===== src/hdl/rnncf_ram.sv =====
// rnncf_ram: generic single-write, single-read RAM with registered read data.
// No dependencies.
module rnncf_ram #(
    parameter int WIDTH = 16,
    parameter int DEPTH = 256,
    localparam int AW = (DEPTH > 1) ? $clog2(DEPTH) : 1
) (
    input  logic             clk,
    input  logic             we,
    input  logic [AW-1:0]    waddr,
    input  logic [WIDTH-1:0] wdata,
    input  logic [AW-1:0]    raddr,
    output logic [WIDTH-1:0] rdata
);

    logic [WIDTH-1:0] mem [DEPTH];
    logic [WIDTH-1:0] rdata_reg;

    always_ff @(posedge clk)
    begin
        if (we)
            mem[waddr] <= wdata;
        rdata_reg <= mem[raddr];
    end

    assign rdata = rdata_reg;

endmodule


===== config.mk =====
export PLATFORM = sky130hd
export DESIGN_NAME = rnncf_ram
export DESIGN_NICKNAME = d
export VERILOG_FILES = /design/src/hdl/rnncf_ram.sv
export SDC_FILE = /design/constraint.sdc
export NUM_CORES = 2
export LEC_CHECK = 0
export BUFFER_PORTS_ARGS = -buffer_cell sky130_fd_sc_hd__clkbuf_2
export CORE_UTILIZATION = 49
export CTS_CLUSTER_DIAMETER = 60
export DETAILED_ROUTE_END_ITERATION = 6
export GPL_TIMING_DRIVEN = 0
export PLACE_DENSITY = 0.71
export REMOVE_ABC_BUFFERS = 1
export SYNTH_ARGS = -nofsm -noshare
export SYNTH_HDL_FRONTEND = slang
export SYNTH_SLANG_ARGS = --single-unit

===== constraint.sdc =====
create_clock -name clk -period 7.29 [get_ports clk]
set_clock_uncertainty 0.15 [all_clocks]
set_input_delay 1.458 -clock clk [delete_from_list [all_inputs] [get_ports clk]]
set_output_delay 1.458 -clock clk [all_outputs]
set_load 0.02 [all_outputs]

==> metrics <==
final setup vio count 0; starting DRC count in detailed routing 10.0k; Ports 50; Final min period 7140 ps; final worst slack around 150 ps; P per Cell Area about 270 nW/um^2; Slew Limit Fails 2; largest net degree at the start of global routing 149; Min-Delay Path Class in -> reg; Clk Tree Root Cell clkbuf_16; Clock power frac 41.3%; PortBufs slightly below 50; Resize count post-CTS 0; area of the multi-input gates between 30000 and 40000 um^2; Crit path required time 7850 ps; Crit path largest cell delay 1180 ps; DP Worst Slack -497 ps; Initial Util around half; maximum clock path buffer count 4; Static Leak about 57 nW; cell area after layout ~180000 um^2; syn_area_per_cell 21.6 um^2; CP delay by family, top simple AND/OR/NAND/NOR gates; DRC 0; Buf+Inv Stages, Crit Path 5; fin crit share between 90% and 100%; Synth cell types 52; reg2reg path depth 6; Worst path slowest cell nor4_1; Critical Path Source Type primary input; initial antenna violation count 16; worst-path cell chain clkbuf_8, buf_16, buf_16, buf_16, buf_16, nor2b_1, a221oi_1, o21ai_0, and4_1, nand4_1, nor4_1; routability cong. about 0.86; Crit Path Max Fanout 95; GRT Util Overall between 20% and 30%; post-synth top area share between 70% and 80%; post-cts hold buffer count 0; Final ANT Viol Nets 0; Yosys top cell by area edfxtp_1; clock transition at the registers of the reported paths approximately 60 ps; die width 571 um; Overflow after GRT 0; top cells by instance count after synthesis edfxtp_1 (4096), mux4_2 (797), mux2i_1 (565); number of flip-flops in the largest register 4096; maximum vdd drop 0.000205 V; Crit path top cell by count buf_16; Via density ~6.4; vias in the first global route roughly 78k; Worst EP arrival slightly below 8000 ps; Least-Margin Pin Slew 1640 ps; core area approximately 320000 um^2; Post-synth ARST share 0%; crit path kind in -> reg; FP Rows between 200 and 250; Total Wirelength roughly 400000 um; crit path from raddr[1]; post-CTS setup buffer count 0; Total Nets Final ~7.7k; Die Y between 500 and 600 um; Comb pwr share 5.0%; flops & latches, synth ~4.1k; start of the worst register-to-register path mem[1][2]; R2R setup slack roughly 2900 ps; maximum clock rate between 0.1 and 0.15 GHz; Num CTS Buffers just under 400; Switch Pwr around 10 mW; CTS tree yes; first-pass GRT wire length 563000 um; Fill cells approximately 23k; EDFF count, synth approximately 4.1k; worst reg2reg endpoint rdata[2]; Hold Worst Slack between 600 and 700 ps; hpwl dp between 200000 and 250000 um; H-Tree Depth 5; setup TNS 0 ps; CTS Sinks 4112; status finished, violations left; DR pass1 iterations 6; wire per inst 32.1 um; part of the Yosys area used for sequential elements 77.7%; Synth warnings 0; final hold vios 0; maxcap violations 3; Via Count 78.3k; mapped cell area 159000 um^2; failing checks capacitance limit, slew limit; CP endpoint rdata[1]; Critical Path Stages 11; Slew Limit Headroom -9.87%; RSZ-0062 raised after global routing false; largest cells by area after synthesis edfxtp_1 (77%), mux4_2 (11%), mux2i_1 (3.6%); Placed Area 168000 um^2; Mapped Cells 7360; die footprint ~330000 um^2; ys flop type edfxtp_1; sequential share of power ~54%; Worst setup EP type flop; Internal Power around 38 mW; FF/Latch Area 123000 um^2; layout overhead on the synthesized area 13.8%; sw frac roughly a fifth; Layout Utilization 56.2%; layout cells sized above 1 around a quarter; worst-skew pair later-pin latency around 940 ps; count leader, synth edfxtp_1
==> how the worst min path moves through the flow <==
| stage | cells after the start | from | slack (ps) | to |
|---|---|---|---|---|
| detailed placement | 5 | mem[200][4] | 1000 | rdata[4] |
| global route | 1 | wdata[5] | 650 | mem[249][5] |
| global placement | 5 | mem[200][4] | 990 | rdata[4] |
| floorplan | 6 | mem[232][1] | 700 | rdata[1] |
| CTS | 1 | wdata[5] | 620 | mem[250][5] |
| finish | 1 | wdata[5] | 660 | mem[251][5] |
==> stage by stage <==
| stage | total power, mW | cells |
|---|---|---|
| final | 48.6 | 12300 |
| after floorplan | 27.6 | 6908 |
| after detailed placement | 29.0 | 11600 |
| after global placement | 31.3 | 11300 |
| after global routing | 49.7 | 12300 |
| after CTS | 48.8 | 12300 |
==> cell families (layout without fill, tap and decap cells) <==
family | Yosys count | in the layout | synth area share, %
AOI/OAI and AO/OA | 786 | 786 | 3.54
buffers and inverters | 456 | 1057 | 1.69
DFF | 4112 | 4112 | 77.7
muxes | 1450 | 1450 | 15.5
other | 0 | 14 | 0
and+or+nand+nor | 556 | 556 | 1.57
==> power by group through the flow <==
stage          combinational [mW]  sequential, mW  clock (mW)
3_5_place_dp                 2.42            26.6           0
2_1_floorplan               0.961            26.6           0
6_report                     2.45            26.1        20.1
4_1_cts                      2.43            26.1        20.3
5_1_grt                      2.54            26.1        21.1
3_3_place_gp                 4.57            26.7           0
==> layout make-up <==
class	count	area share, %
clock buffers	468	5.72
flip-flops and latches	4112	68.3
repair buffers	344	3.22
multi-input cells	2792	18.5
diodes	14	0.0194
well taps	4305	2.98
clock inverters	241	1.26
inverters	4	0.0166
==> worst reg2reg max path, stage by stage (launching register included) <==
cell and delay, ps:
edfxtp_1 380, mux4_2 450, mux2_2 310, a22oi_1 620, nand2_1 250, o32ai_1 1410
nor4_1 510
==> cell usage in the layout (no fill, tap or decap), types with 18 or more instances in the layout <==
master	count
edfxtp_1	4096
mux4_2	797
mux2i_1	565
clkbuf_16	403
o221ai_1	252
nor2_2	252
a21oi_1	175
buf_8	161
o22ai_1	148
nor3_1	90
mux2_2	88
buf_16	84
clkinv_1	81
clkinv_2	74
clkbuf_1	65
nor2_1	51
a22oi_1	43
nand2_1	36
bufinv_16	36
o21ai_0	35
a22o_1	32
buf_6	29
a221oi_1	28
clkbuf_2	28
nand4_1	26
nand3_1	25
clkinvlp_4	25
o32ai_1	20
clkbuf_8	20
a211oi_1	18
==> layer usage <==
layer | track usage [%] | wire, um | share of wire, % | up-vias
met3 | 5.29 | 41600 | 11 | 776
met1 | 32.4 | 147000 | 37 | 41300
met2 | 37.8 | 187000 | 47 | 4348
li1 | - | - | - | 31900
met5 | 0 | 19 | 0.0048 | -
met4 | 10.9 | 19500 | 4.9 | 2
No activity file was read; power rests on OpenSTA's default activity.
